### src/sv/hfr_pkg.sv
package hfr_pkg;

  typedef enum logic [4:0] {
    PH_METHOD     = 5'd0,
    PH_URI        = 5'd1,
    PH_VERSION    = 5'd2,
    PH_REQ_LF     = 5'd3,
    PH_LINE_START = 5'd4,
    PH_KEY        = 5'd5,
    PH_COLON      = 5'd6,
    PH_VAL        = 5'd7,
    PH_VAL_LF     = 5'd8,
    PH_HDR_LF     = 5'd9,
    PH_BODY       = 5'd10,
    PH_CSIZE      = 5'd11,
    PH_CSIZE_LF   = 5'd12,
    PH_CDATA      = 5'd13,
    PH_CDATA_CR   = 5'd14,
    PH_CDATA_LF   = 5'd15,
    PH_FIN_CR     = 5'd16,
    PH_FIN_LF     = 5'd17
  } phase_e;

  typedef enum logic [2:0] {
    TAG_METHOD  = 3'd0,
    TAG_URI     = 3'd1,
    TAG_VERSION = 3'd2,
    TAG_KEY     = 3'd3,
    TAG_VALUE   = 3'd4,
    TAG_BODY    = 3'd5,
    TAG_DELIM   = 3'd6
  } tag_e;

  typedef struct packed {
    tag_e byte_part;
    logic header_start;
    logic header_done;
    logic request_done;
    logic frame_error;
  } result_t;

  localparam logic [7:0] CH_CR    = 8'h0D;
  localparam logic [7:0] CH_LF    = 8'h0A;
  localparam logic [7:0] CH_COLON = 8'h3A;
  localparam logic [7:0] CH_SPACE = 8'h20;

  localparam logic [4:0] CL_LEN  = 5'd14;
  localparam logic [4:0] TE_LEN  = 5'd17;
  localparam logic [4:0] POS_MAX = 5'd31;

  // "content-length", one character per position
  function automatic logic [7:0] cl_char(input logic [4:0] pos);
    logic [7:0] ch;
    case (pos)
      5'd0:    ch = "c";
      5'd1:    ch = "o";
      5'd2:    ch = "n";
      5'd3:    ch = "t";
      5'd4:    ch = "e";
      5'd5:    ch = "n";
      5'd6:    ch = "t";
      5'd7:    ch = "-";
      5'd8:    ch = "l";
      5'd9:    ch = "e";
      5'd10:   ch = "n";
      5'd11:   ch = "g";
      5'd12:   ch = "t";
      5'd13:   ch = "h";
      default: ch = 8'h00;
    endcase
    return ch;
  endfunction

  // "transfer-encoding", one character per position
  function automatic logic [7:0] te_char(input logic [4:0] pos);
    logic [7:0] ch;
    case (pos)
      5'd0:    ch = "t";
      5'd1:    ch = "r";
      5'd2:    ch = "a";
      5'd3:    ch = "n";
      5'd4:    ch = "s";
      5'd5:    ch = "f";
      5'd6:    ch = "e";
      5'd7:    ch = "r";
      5'd8:    ch = "-";
      5'd9:    ch = "e";
      5'd10:   ch = "n";
      5'd11:   ch = "c";
      5'd12:   ch = "o";
      5'd13:   ch = "d";
      5'd14:   ch = "i";
      5'd15:   ch = "n";
      5'd16:   ch = "g";
      default: ch = 8'h00;
    endcase
    return ch;
  endfunction

  function automatic logic [7:0] fold_case(input logic [7:0] c);
    logic [7:0] r;
    r = c;
    if (c >= "A" && c <= "Z") begin
      r = c | 8'h20;
    end
    return r;
  endfunction

  function automatic logic [4:0] pos_inc(input logic [4:0] pos);
    return (pos == POS_MAX) ? pos : pos + 5'd1;
  endfunction

endpackage

### src/sv/hfr_out_reg.sv
module hfr_out_reg
  import hfr_pkg::*;
(
  input  logic    clk_i,
  input  logic    rst_ni,
  input  logic    valid_i,
  input  result_t data_i,
  output logic    ready_o,
  output logic    valid_o,
  output result_t data_o,
  input  logic    ready_i
);

  logic    valid_q;
  result_t data_q;

  assign ready_o = !valid_q || ready_i;
  assign valid_o = valid_q;
  assign data_o  = data_q;

  always_ff @(posedge clk_i or negedge rst_ni) begin
    if (!rst_ni) begin
      valid_q <= 1'b0;
    end else if (ready_o) begin
      valid_q <= valid_i;
    end
  end

  always_ff @(posedge clk_i) begin
    if (ready_o && valid_i) begin
      data_q <= data_i;
    end
  end

endmodule

### src/sv/hfr_parse_core.sv
module hfr_parse_core
  import hfr_pkg::*;
#(
  parameter int LEN_BITS = 32
) (
  input  logic       clk_i,
  input  logic       rst_ni,
  input  logic       s_valid_i,
  input  logic [7:0] s_byte_i,
  output logic       s_ready_o,
  output logic       r_valid_o,
  output result_t    r_data_o,
  input  logic       r_ready_i
);

  localparam int SumW = LEN_BITS + 4;

  logic                in_valid_q;
  logic [7:0]          in_byte_q;
  logic                step;

  phase_e              phase_q, phase_d;
  logic [4:0]          pos_q, pos_d;
  logic [1:0]          flags_q, flags_d;
  logic                len_seen_q, len_seen_d;
  logic                chunked_q, chunked_d;
  logic [LEN_BITS-1:0] acc_q, acc_d;
  logic [LEN_BITS-1:0] body_q, body_d;
  logic                err_q, err_d;

  logic                restart;
  logic [7:0]          c;
  logic [7:0]          lc;
  logic [4:0]          kpos;
  logic [1:0]          kflags;
  logic                cl_ok, te_ok;
  logic                is_digit;
  logic [3:0]          digit;
  logic [SumW-1:0]     dec_sum;
  logic                dec_ovf;
  logic                hex_ok;
  logic [3:0]          hex_nib;
  logic                hex_ovf;
  logic [LEN_BITS-1:0] body_dec;
  result_t             res;

  assign step      = in_valid_q && r_ready_i;
  assign s_ready_o = !in_valid_q || r_ready_i;
  assign r_valid_o = in_valid_q;
  assign r_data_o  = res;

  always_ff @(posedge clk_i or negedge rst_ni) begin
    if (!rst_ni) begin
      in_valid_q <= 1'b0;
    end else if (s_ready_o) begin
      in_valid_q <= s_valid_i;
    end
  end

  always_ff @(posedge clk_i) begin
    if (s_ready_o && s_valid_i) begin
      in_byte_q <= s_byte_i;
    end
  end

  // key matching starts over on the first byte of a header line
  assign c      = in_byte_q;
  assign lc     = fold_case(c);
  assign kpos   = (phase_q == PH_LINE_START) ? 5'd0 : pos_q;
  assign kflags = (phase_q == PH_LINE_START) ? 2'b11 : flags_q;
  assign cl_ok  = (kpos < CL_LEN) && (lc == cl_char(kpos));
  assign te_ok  = (kpos < TE_LEN) && (lc == te_char(kpos));

  // decimal digit: acc * 10 + d, overflow when it leaves LEN_BITS
  assign is_digit = (c >= "0") && (c <= "9");
  assign digit    = 4'(c - "0");
  assign dec_sum  = ({4'b0, acc_q} << 3) + ({4'b0, acc_q} << 1)
                  + {{LEN_BITS{1'b0}}, digit};
  assign dec_ovf  = |dec_sum[SumW-1:LEN_BITS];

  always_comb begin
    hex_ok  = 1'b1;
    hex_nib = 4'd0;
    if (c >= "0" && c <= "9") begin
      hex_nib = 4'(c - "0");
    end else if (c >= "a" && c <= "f") begin
      hex_nib = 4'(c - "a" + 8'd10);
    end else if (c >= "A" && c <= "F") begin
      hex_nib = 4'(c - "A" + 8'd10);
    end else begin
      hex_ok = 1'b0;
    end
  end

  assign hex_ovf  = |acc_q[LEN_BITS-1:LEN_BITS-4];
  assign body_dec = body_q - {{(LEN_BITS-1){1'b0}}, 1'b1};

  always_comb begin
    phase_d    = phase_q;
    pos_d      = pos_q;
    flags_d    = flags_q;
    len_seen_d = len_seen_q;
    chunked_d  = chunked_q;
    acc_d      = acc_q;
    body_d     = body_q;
    err_d      = err_q;
    restart    = 1'b0;
    res        = '{byte_part: TAG_DELIM, header_start: 1'b0, header_done: 1'b0,
                   request_done: 1'b0, frame_error: 1'b0};

    if (!err_q) begin
      case (phase_q)
        PH_METHOD: begin
          res.header_start = 1'b1;
          if (c == CH_SPACE) phase_d = PH_URI;
          else res.byte_part = TAG_METHOD;
        end
        PH_URI: begin
          if (c == CH_SPACE) phase_d = PH_VERSION;
          else res.byte_part = TAG_URI;
        end
        PH_VERSION: begin
          if (c == CH_CR) phase_d = PH_REQ_LF;
          else res.byte_part = TAG_VERSION;
        end
        PH_REQ_LF, PH_VAL_LF: begin
          if (c == CH_LF) phase_d = PH_LINE_START;
          else err_d = 1'b1;
        end
        PH_LINE_START, PH_KEY: begin
          if (phase_q == PH_LINE_START && c == CH_CR) begin
            phase_d = PH_HDR_LF;
          end else if (c == CH_COLON) begin
            flags_d[0] = kflags[0] && (kpos == CL_LEN);
            flags_d[1] = kflags[1] && (kpos == TE_LEN);
            if (kflags[0] && (kpos == CL_LEN)) acc_d = '0;
            pos_d   = 5'd0;
            phase_d = PH_COLON;
          end else begin
            flags_d       = kflags & {te_ok, cl_ok};
            pos_d         = pos_inc(kpos);
            phase_d       = PH_KEY;
            res.byte_part = TAG_KEY;
          end
        end
        PH_COLON, PH_VAL: begin
          if (phase_q == PH_COLON && c == CH_SPACE) begin
            phase_d = PH_VAL;
          end else if (c == CH_CR) begin
            if (flags_q[0]) begin
              if (pos_q == 5'd0) err_d = 1'b1;
              else len_seen_d = 1'b1;
            end
            if (flags_q[1]) chunked_d = 1'b1;
            phase_d = PH_VAL_LF;
          end else begin
            phase_d       = PH_VAL;
            res.byte_part = TAG_VALUE;
            if (flags_q[0]) begin
              if (is_digit) begin
                if (dec_ovf) err_d = 1'b1;
                else acc_d = dec_sum[LEN_BITS-1:0];
                pos_d = pos_inc(pos_q);
              end else begin
                err_d = 1'b1;
              end
            end
          end
        end
        PH_HDR_LF: begin
          if (c == CH_LF) begin
            res.header_done = 1'b1;
            if (len_seen_q) begin
              if (acc_q == '0) begin
                res.request_done = 1'b1;
                restart          = 1'b1;
              end else begin
                body_d  = acc_q;
                phase_d = PH_BODY;
              end
            end else if (chunked_q) begin
              acc_d   = '0;
              pos_d   = 5'd0;
              phase_d = PH_CSIZE;
            end else begin
              res.request_done = 1'b1;
              restart          = 1'b1;
            end
          end else begin
            err_d = 1'b1;
          end
        end
        PH_BODY: begin
          res.byte_part = TAG_BODY;
          body_d        = body_dec;
          if (body_dec == '0) begin
            res.request_done = 1'b1;
            restart          = 1'b1;
          end
        end
        PH_CSIZE: begin
          if (c == CH_CR) begin
            phase_d = PH_CSIZE_LF;
          end else if (!hex_ok || hex_ovf) begin
            err_d = 1'b1;
          end else begin
            acc_d = {acc_q[LEN_BITS-5:0], hex_nib};
            pos_d = pos_inc(pos_q);
          end
        end
        PH_CSIZE_LF: begin
          if (c != CH_LF || pos_q == 5'd0) begin
            err_d = 1'b1;
          end else if (acc_q == '0) begin
            phase_d = PH_FIN_CR;
          end else begin
            body_d  = acc_q;
            phase_d = PH_CDATA;
          end
        end
        PH_CDATA: begin
          res.byte_part = TAG_BODY;
          body_d        = body_dec;
          if (body_dec == '0) phase_d = PH_CDATA_CR;
        end
        PH_CDATA_CR: begin
          if (c == CH_CR) phase_d = PH_CDATA_LF;
          else err_d = 1'b1;
        end
        PH_CDATA_LF: begin
          if (c == CH_LF) begin
            acc_d   = '0;
            pos_d   = 5'd0;
            phase_d = PH_CSIZE;
          end else begin
            err_d = 1'b1;
          end
        end
        PH_FIN_CR: begin
          if (c == CH_CR) phase_d = PH_FIN_LF;
          else err_d = 1'b1;
        end
        PH_FIN_LF: begin
          if (c == CH_LF) begin
            res.request_done = 1'b1;
            restart          = 1'b1;
          end else begin
            err_d = 1'b1;
          end
        end
        default: begin
          err_d = 1'b1;
        end
      endcase

      if (restart) begin
        phase_d    = PH_METHOD;
        pos_d      = 5'd0;
        flags_d    = 2'b11;
        len_seen_d = 1'b0;
        chunked_d  = 1'b0;
        acc_d      = '0;
        body_d     = '0;
      end
    end

    res.frame_error = err_d;
  end

  always_ff @(posedge clk_i or negedge rst_ni) begin
    if (!rst_ni) begin
      phase_q    <= PH_METHOD;
      pos_q      <= 5'd0;
      flags_q    <= 2'b11;
      len_seen_q <= 1'b0;
      chunked_q  <= 1'b0;
      acc_q      <= '0;
      body_q     <= '0;
      err_q      <= 1'b0;
    end else if (step) begin
      phase_q    <= phase_d;
      pos_q      <= pos_d;
      flags_q    <= flags_d;
      len_seen_q <= len_seen_d;
      chunked_q  <= chunked_d;
      acc_q      <= acc_d;
      body_q     <= body_d;
      err_q      <= err_d;
    end
  end

endmodule

### src/sv/http_request_framer.sv
// a byte passes the input register, then the output register, before the master side sees it
// throughput: one byte per cycle, sustained while the master side keeps taking
// the rate is set by the single registered pass of the parse state update
// reset: asynchronous active low, returns the parser to the method phase and
// clears the sticky parse error and both stage valids
module http_request_framer
  import hfr_pkg::*;
#(
  parameter int LEN_BITS = 32
) (
  input  logic       clk_i,
  input  logic       rst_ni,
  // slave side: raw request stream
  input  logic       s_axis_tvalid,
  output logic       s_axis_tready,
  input  logic [7:0] s_axis_tdata,   // [7:0] stream_byte
  // master side: one tagged result per byte
  output logic       m_axis_tvalid,
  input  logic       m_axis_tready,
  output logic [7:0] m_axis_tdata,   // [2:0] byte_part, [7:3] zero
  output logic [2:0] m_axis_tuser,   // [0] header_start, [1] header_done, [2] frame_error
  output logic       m_axis_tlast    // request_done
);

  // result of the parse pass on its way into the output register
  logic    res_valid;
  logic    res_ready;
  result_t res_data;
  result_t out_data;

  // input register, parse state and the next-state logic for one byte
  hfr_parse_core #(
    .LEN_BITS (LEN_BITS)
  ) u_core (
    .clk_i     (clk_i),
    .rst_ni    (rst_ni),
    .s_valid_i (s_axis_tvalid),
    .s_byte_i  (s_axis_tdata),
    .s_ready_o (s_axis_tready),
    .r_valid_o (res_valid),
    .r_data_o  (res_data),
    .r_ready_i (res_ready)
  );

  // output register; loads whenever it is empty or being drained, so a
  // waiting result never blocks the next byte for more than the stall itself
  hfr_out_reg u_out (
    .clk_i   (clk_i),
    .rst_ni  (rst_ni),
    .valid_i (res_valid),
    .data_i  (res_data),
    .ready_o (res_ready),
    .valid_o (m_axis_tvalid),
    .data_o  (out_data),
    .ready_i (m_axis_tready)
  );

  // field packing onto the master side
  assign m_axis_tdata = {5'b0, out_data.byte_part};
  assign m_axis_tuser = {out_data.frame_error, out_data.header_done, out_data.header_start};
  assign m_axis_tlast = out_data.request_done;

endmodule

### config.mk
export PLATFORM = sky130hd
export DESIGN_NAME = http_request_framer
export DESIGN_NICKNAME = d
export VERILOG_FILES = /design/src/sv/hfr_pkg.sv /design/src/sv/hfr_out_reg.sv /design/src/sv/hfr_parse_core.sv /design/src/sv/http_request_framer.sv
export SDC_FILE = /design/constraint.sdc
export NUM_CORES = 1
export LEC_CHECK = 0
export BUFFER_PORTS_ARGS = -buffer_cell sky130_fd_sc_hd__buf_2
export CAP_MARGIN = 20
export CORE_ASPECT_RATIO = 2
export CORE_UTILIZATION = 60
export CTS_CLUSTER_SIZE = 25
export DETAILED_ROUTE_END_ITERATION = 6
export PLACE_DENSITY_LB_ADDON = 0.08
export SYNTH_ARGS = -nofsm -noshare
export SYNTH_HDL_FRONTEND = slang
export SYNTH_SLANG_ARGS = --single-unit
### constraint.sdc
create_clock -name clk_i -period 5.56 [get_ports clk_i]
set_input_delay 0.278 -clock clk_i [delete_from_list [all_inputs] [get_ports clk_i]]
set_output_delay 0.278 -clock clk_i [all_outputs]
set_load 0.005 [all_outputs]
==> results.py, run 1 <==
metrics = {
    "cts": {
        "cts_tree": "yes",
        "numCtsBuffers": 9,
        "cts_resized": 0,
        "cts_sinks": 96,
        "cts_buffer_depth": 2,
        "insertion_delay_ns": 0.36,
        "cts-root-buf": "clkbuf_16",
        "clk_pin_slew_ns": 0.07,
        "htree_levels": 3,
    },
    "floorplan": {
        "io_pins": 26,
        "die_h_microns": 182,
        "row_count": 65,
        "die_area_sq_um": 16800,
        "core_sq_um": 15900,
        "fp.dieW_microns": 92.1,
        "start_util_pct": 61.5,
    },
    "synth": {
        "synth-edff-count": 15,
        "synth-seq-cells": 96,
        "synth_fa_ha_area_share_pct": 10.8,
        "yosys.area.top_type": "dfrtp_1",
        "synth_top_family_by_area": "compound AO/OA/AOI/OAI gates",
        "synth-simple-area-share_pct": 22.5,
        "ys_async_sr_fraction_pct": 84.4,
        "synth_area_per_cell_sq_um": 7.89,
        "yosysSeqAreaShare_pct": 25.4,
        "yosys-top-cells-area": "dfrtp_1 20%, ha_1 10%, a21oi_1 6.7%",
        "synth_compound_area_share_pct": 26.5,
        "synthFlopType": "dfrtp_1",
        "synth_area_sq_um": 9750,
        "syn_inst": 1236,
        "synth_mux_area_share_pct": 5.45,
        "yosysUniqueCellTypes": 83,
        "ys_warn_count": 0,
        "synthXorXnorAreaFrac_pct": 4.04,
        "synth_top_area_share_pct": 20.3,
    },
    "timing": {
        "setup_ws_ns": 0.974,
        "final.setup.tns_ns": 0,
        "post-route-min-period_ns": 4.59,
        "fin_worst_skew_ns": 0.00807,
        "finalHoldViolCount": 0,
        "worstMarginPinSlew_ns": 1.09,
        "drv_slew": 0,
        "setup_violations": 0,
        "clock.fmax_mhz": 218,
        "relSlewSlack_pct": 27.1,
        "period_share_pct": 82.5,
        "rsz0062_at_grt": "no",
    },
    "worst_setup_path": {
        "critPathMaxFanout": 32,
        "startpoint_type": "register",
        "reg2reg_depth": 11,
        "worstSetupPathType": "register to register",
        "worstPathRequired_ns": 5.80,
        "cp-end-kind": "register",
        "worstPathArrival_ns": 4.83,
    },
    "global_route": {
        "busiest_layer": "met2",
        "grt_pass1_vias": 9861,
        "track_usage_pct": 39.2,
        "grt_max_degree": 82,
        "grt_antenna_before_repair": 0,
        "overflow": 0,
        "grt_first_pass_wirelength_microns": 50800,
        "grt_use_met1_pct": 39.1,
        "met2_usage_pct": 71.8,
        "grt_util_met3_pct": 5.21,
    },
    "pwr": {
        "power_mw": 1.54,
        "power.density_nw_per_um2": 150,
        "leakage_nw": 4.31,
        "ir_drop_mv": 0.144,
    },
    "cells_and_area": {
        "multiInputGateArea_sq_um": 6780,
        "seq_area_sq_um": 2480,
        "nets": 1309,
        "final_core_util_pct": 64.7,
        "drive_above_1_share_pct": 9.69,
        "antenna_cells": 0,
        "fill_cells": 1477,
        "syn_to_final_growth_pct": 5.30,
    },
    "detailed_routing": {
        "via_count": 9965,
        "first_pass_iters": 7,
        "routed_wl_microns": 32300,
        "drt_iter0_drc": 589,
        "wl_per_cell_microns": 22.7,
        "ant_nets": 0,
        "vias_per_cell": 7.02,
        "drc": 0,
    },
    "place": {
        "hpwlAfterDp_microns": 24100,
        "post-place-ws_ns": 1.10,
        "port_buffers": 20,
        "place_congestion": 0.978,
    },
    "worst_hold_path": {
        "hold_class": "input port to register",
        "hold_depth": 1,
    },
    "run": {
        "cap_violations": 0,
    },
    "outcome": {
        "status": "completed",
    },
}
==> metrics by stage <==
stage	cells	hold WS, ns	area [sq um]
global route	1419	0.0840	10300
detailed placement	1402	0.457	9930
finish	1419	0.0912	10300
CTS	1417	0.0834	10200
floorplan	1240	-0.0176	9770
global placement	1402	0.454	9930
==> final timing paths <==
path | start | to | slack [ns]
min in group asynchronous | rst_ni | u_core.body_q[9] | 0.34
min | s_axis_tdata[7] | u_core.c[7] | 0.09
max reg2reg | u_core.body_q[0] | u_core.acc_q[5] | 0.97
max | u_core.body_q[0] | u_core.acc_q[5] | 0.97
max in group asynchronous | rst_ni | u_core.flags_q[0] | 4.55
min reg2reg | u_core.r_valid_o | u_out.valid_o | 0.51
==> Yosys cell counts (all sizes together) (5+ instances only) <==
| cell | number |
|---|---|
| a211oi | 10 |
| a21o | 14 |
| a21oi | 130 |
| a221o | 6 |
| a22o | 6 |
| a22oi | 5 |
| a31o | 6 |
| a31oi | 15 |
| and2 | 5 |
| and3 | 7 |
| and4 | 6 |
| buf | 11 |
| clkbuf | 67 |
| dfrtp | 79 |
| edfxtp | 15 |
| ha | 81 |
| inv | 44 |
| mux2 | 32 |
| mux2i | 7 |
| nand2 | 122 |
| nand2b | 14 |
| nand3 | 26 |
| nand4 | 24 |
| nor2 | 104 |
| nor2b | 9 |
| nor3 | 44 |
| nor3b | 6 |
| nor4 | 33 |
| o2111ai | 8 |
| o211ai | 7 |
| o21a | 9 |
| o21ai | 123 |
| o22ai | 19 |
| o2bb2ai | 8 |
| o31ai | 9 |
| or2 | 6 |
| or3 | 8 |
| or4 | 5 |
| xnor2 | 26 |
| xor2 | 19 |
==> layout make-up <==
class,instances,share of cell area (%)
flip-flops and latches,96,24.2
clock buffers,12,2.71
repair buffers,41,2.75
well taps,201,2.45
inverters,47,1.72
clock inverters,3,0.219
multi-input cells,1019,66.0
==> power by group <==
group	switching (mW)	internal, mW	leakage (nW)
Sequential	0.0159	0.724	1.16
Combinational	0.0973	0.0476	3.01
Clock	0.296	0.355	0.150
==> cells by family after synthesis <==
group,after synthesis
adder cells (fa/ha/maj),83
other,1
AO/OA/AOI/OAI,415
XOR/XNOR,45
flip-flops,96
buffers and inverters,125
multiplexers,39
AND/OR/NAND/NOR,432
==> sequential cells by signal, indices dropped and copies added, names as in the netlist <==
register and flops:
u_core.pos_q 5, u_out.data_o 7, u_core.len_seen_q 1, u_core.acc_q 32, u_core.c 8, u_core.body_q 32
u_core.r_valid_o 1, u_core.phase_q 5, u_core.chunked_q 1, u_out.valid_o 1, u_core.flags_q 2, u_core.err_q 1
==> routing by layer <==
metal | share of wire (%) | routed length [microns]
met5 | 0 | 0
met3 | 5.2 | 1690
met4 | 7.7 | 2470
met1 | 34 | 11100
met2 | 53 | 17000
==> timing repair <==
action / in CTS / in global routing
hold buffers: 0 / 1
endpoints found under the setup margin: 0 / 0
setup buffers: 0 / 0
endpoints found under the hold margin: 0 / 18
==> critical path: stages (launching register included) <==
cell and delay, ns:
dfrtp_1 0.46, inv_1 0.11, ha_1 0.21, nor3b_2 0.43, and4_1 0.38, nand4_1 0.21
xor2_1 0.23, nor4b_1 0.64, nand4_1 0.32, nor2b_1 0.25, a221o_2 0.75, mux2_4 0.44
==> layout by cell type (no fill, tap or decap), drive strengths merged, types with 8 or more instances in the layout <==
| master | instances |
|---|---|
| a211oi | 10 |
| a21o | 14 |
| a21oi | 130 |
| a31oi | 15 |
| buf | 40 |
| clkbuf | 12 |
| dfrtp | 79 |
| edfxtp | 15 |
| ha | 81 |
| inv | 45 |
| mux2 | 32 |
| nand2 | 122 |
| nand2b | 14 |
| nand3 | 26 |
| nand4 | 24 |
| nor2 | 104 |
| nor2b | 9 |
| nor3 | 44 |
| nor4 | 33 |
| o2111ai | 8 |
| o21a | 9 |
| o21ai | 123 |
| o22ai | 19 |
| o2bb2ai | 8 |
| o31ai | 9 |
| or3 | 8 |
| xnor2 | 26 |
| xor2 | 19 |
No activity file was read; power rests on OpenSTA's default activity.
==> run 2, diff against run 1 <==
==> constraint.sdc (replaced) <==
create_clock -name clk_i -period 4.3 [get_ports clk_i]
set_input_delay 0.215 -clock clk_i [delete_from_list [all_inputs] [get_ports clk_i]]
set_output_delay 0.215 -clock clk_i [all_outputs]
set_load 0.005 [all_outputs]
==> run 2 against run 1 <==
Net effect:
- non-clock buffer count up 20
- sequential cell count unchanged
- register-to-register slack worse by 0.69 ns
- fmax grew 14%
- critical path depth increased by 2
- utilization up 0.86 points
- global-route usage is 0.92 points higher
- largest cell class unchanged
- hold slack worse by 0.066 ns
- critical path type unchanged
- clock skew down 0.0025 ns
- clock power increased by 22%
==> results.py, run 2 (synthesized netlist as in run 1, its figures left out) <==
metrics = {
    "outcome": {
        "status": "completed",
    },
    "run": {
        "cap_violations": 0,
    },
    "place": {
        "post-place-ws_ns": 0.329,
        "port_buffers": 20,
        "place_congestion": 1.03,
        "hpwlAfterDp_microns": 25100,
    },
    "detailed_routing": {
        "vias_per_cell": 6.92,
        "wl_per_cell_microns": 22.8,
        "drc": 0,
        "drt_iter0_drc": 641,
        "first_pass_iters": 7,
        "via_count": 9952,
        "routed_wl_microns": 32800,
        "ant_nets": 0,
    },
    "cells_and_area": {
        "antenna_cells": 0,
        "mostFrequentLayoutCells": "130 x a21oi_1, 121 x nand2_1, 121 x o21ai_0",
        "drive_above_1_share_pct": 11.1,
        "reg_top3": "u_core.acc_q: 32 flops, u_core.body_q: 32 flops, u_core.c: 8 flops",
        "syn_to_final_growth_pct": 6.70,
        "nets": 1329,
        "final_core_util_pct": 65.6,
        "final_common_cell": "a21oi_1",
    },
    "worst_setup_path": {
        "worstSetupPathType": "register to register",
        "reg2reg_depth": 13,
        "worstPathArrival_ns": 4.26,
        "cp-end-kind": "register",
        "worstPathRequired_ns": 4.55,
        "critPathMaxFanout": 32,
        "startpoint_type": "register",
    },
    "cts": {
        "cts_tree": "yes",
        "cts_resized": 0,
        "cts_sinks": 96,
        "numCtsBuffers": 9,
        "insertion_delay_ns": 0.36,
        "cts_buffer_depth": 2,
        "clk_pin_slew_ns": 0.07,
        "htree_levels": 3,
        "cts-root-buf": "clkbuf_16",
    },
    "global_route": {
        "grt_pass1_vias": 9865,
        "track_usage_pct": 40.1,
        "grt_antenna_before_repair": 0,
        "overflow": 0,
        "grt_first_pass_wirelength_microns": 51300,
        "grt_max_degree": 67,
    },
    "pwr": {
        "power.density_nw_per_um2": 186,
        "ir_drop_mv": 0.188,
        "power_mw": 1.94,
        "leakage_nw": 4.41,
        "switching_share_pct": 26.7,
        "p_int_mw": 1.42,
        "seqPwrFrac_pct": 49.2,
        "p_clk_share_pct": 41.1,
        "p_comb_share_pct": 9.7,
        "switchingPower_mw": 0.518,
    },
    "floorplan": {
        "io_pins": 26,
        "fp.dieW_microns": 92.1,
        "die_h_microns": 182,
        "die_area_sq_um": 16800,
        "row_count": 65,
        "start_util_pct": 61.5,
        "core_sq_um": 15900,
    },
    "worst_hold_path": {
        "hold_depth": 1,
        "hold_class": "input port to register",
    },
    "timing": {
        "relSlewSlack_pct": 35.2,
        "post-route-min-period_ns": 4.01,
        "worstMarginPinSlew_ns": 0.973,
        "final.setup.tns_ns": 0,
        "clock.fmax_mhz": 249,
        "setup_ws_ns": 0.286,
        "setup_violations": 0,
        "fin_worst_skew_ns": 0.00560,
        "period_share_pct": 93.3,
        "rsz0062_at_grt": "no",
        "finalHoldViolCount": 0,
        "drv_slew": 0,
    },
}
==> run 2: changes by cell type in the layout (fill, tap and decap cells not counted) <==
cell / delta
clkinv_4: +1
buf_16: -1
inv_4: +1
inv_6: -1
buf_12: +2
clkbuf_16: -1
buf_4: +19
==> run 2: routing by layer <==
metal  up-vias  part of all wire [%]  global-route usage (%)  routed length (microns)
li1       4600                     -                       -                        -
met1      4719                    34                    38.6                    11100
met2       454                    52                    72.6                    17100
met3       179                   5.1                    6.00                     1660
met4         0                   9.2                    34.7                     3030
met5         -                     0                       0                        0
==> run 2: what timing repair did <==
| item | in CTS | in global routing |
|---|---|---|
| hold buffers | 1 | 0 |
| endpoints found under the hold margin | 42 | 0 |
| setup buffers | 0 | 0 |
==> run 2: metrics by stage <==
stage / hold slack, ns / cell area, sq um / std cells
floorplan: -0.0806 / 9770 / 1240
global placement: 0.255 / 10100 / 1423
detailed placement: 0.260 / 10100 / 1423
CTS: 0.0193 / 10400 / 1439
global route: 0.0182 / 10400 / 1439
finish: 0.0249 / 10400 / 1439
==> run 2: path summary, 6_finish.rpt <==
| kind | from | to | slack [ns] |
|---|---|---|---|
| min reg2reg | u_core.r_valid_o | u_out.valid_o | 0.50 |
| max | u_core.body_q[0] | u_core.acc_q[27] | 0.29 |
| max in group asynchronous | rst_ni | u_core.body_q[28] | 2.94 |
| min | s_axis_tdata[6] | u_core.c[6] | 0.02 |
| min in group asynchronous | rst_ni | u_core.body_q[5] | 0.40 |
| max reg2reg | u_core.body_q[0] | u_core.acc_q[27] | 0.29 |
==> run 2: power by group through the flow <==
stage | Combinational, mW | Clock, mW | Sequential (mW)
3_5_place_dp | 0.184 | 0 | 0.971
5_1_grt | 0.207 | 0.831 | 0.955
4_1_cts | 0.186 | 0.808 | 0.953
6_report | 0.189 | 0.796 | 0.954
2_1_floorplan | 0.122 | 0 | 0.964
3_3_place_gp | 0.183 | 0 | 0.971
==> run 2: area by class of cell <==
type                            instances  area, sq um
Timing Repair Buffer                   61          438
Multi-Input combinational cell       1019         6780
Tap cell                              201          251
Clock buffer                           11          253
Inverter                               47          176
Fill cell                            1496         5450
Clock inverter                          4         28.8
Sequential cell                        96         2480
==> run 2: critical path, stage by stage (launching register included) <==
cell and delay, ns:
dfrtp_1 0.46, inv_1 0.12, ha_1 0.22, nor3b_2 0.43, and4_1 0.37, nand4_1 0.23, xor2_1 0.26, nor4b_1 0.33
buf_4 0.20, nand4_1 0.14, nor2b_1 0.20, a221o_2 0.39, buf_12 0.20, mux2_4 0.32
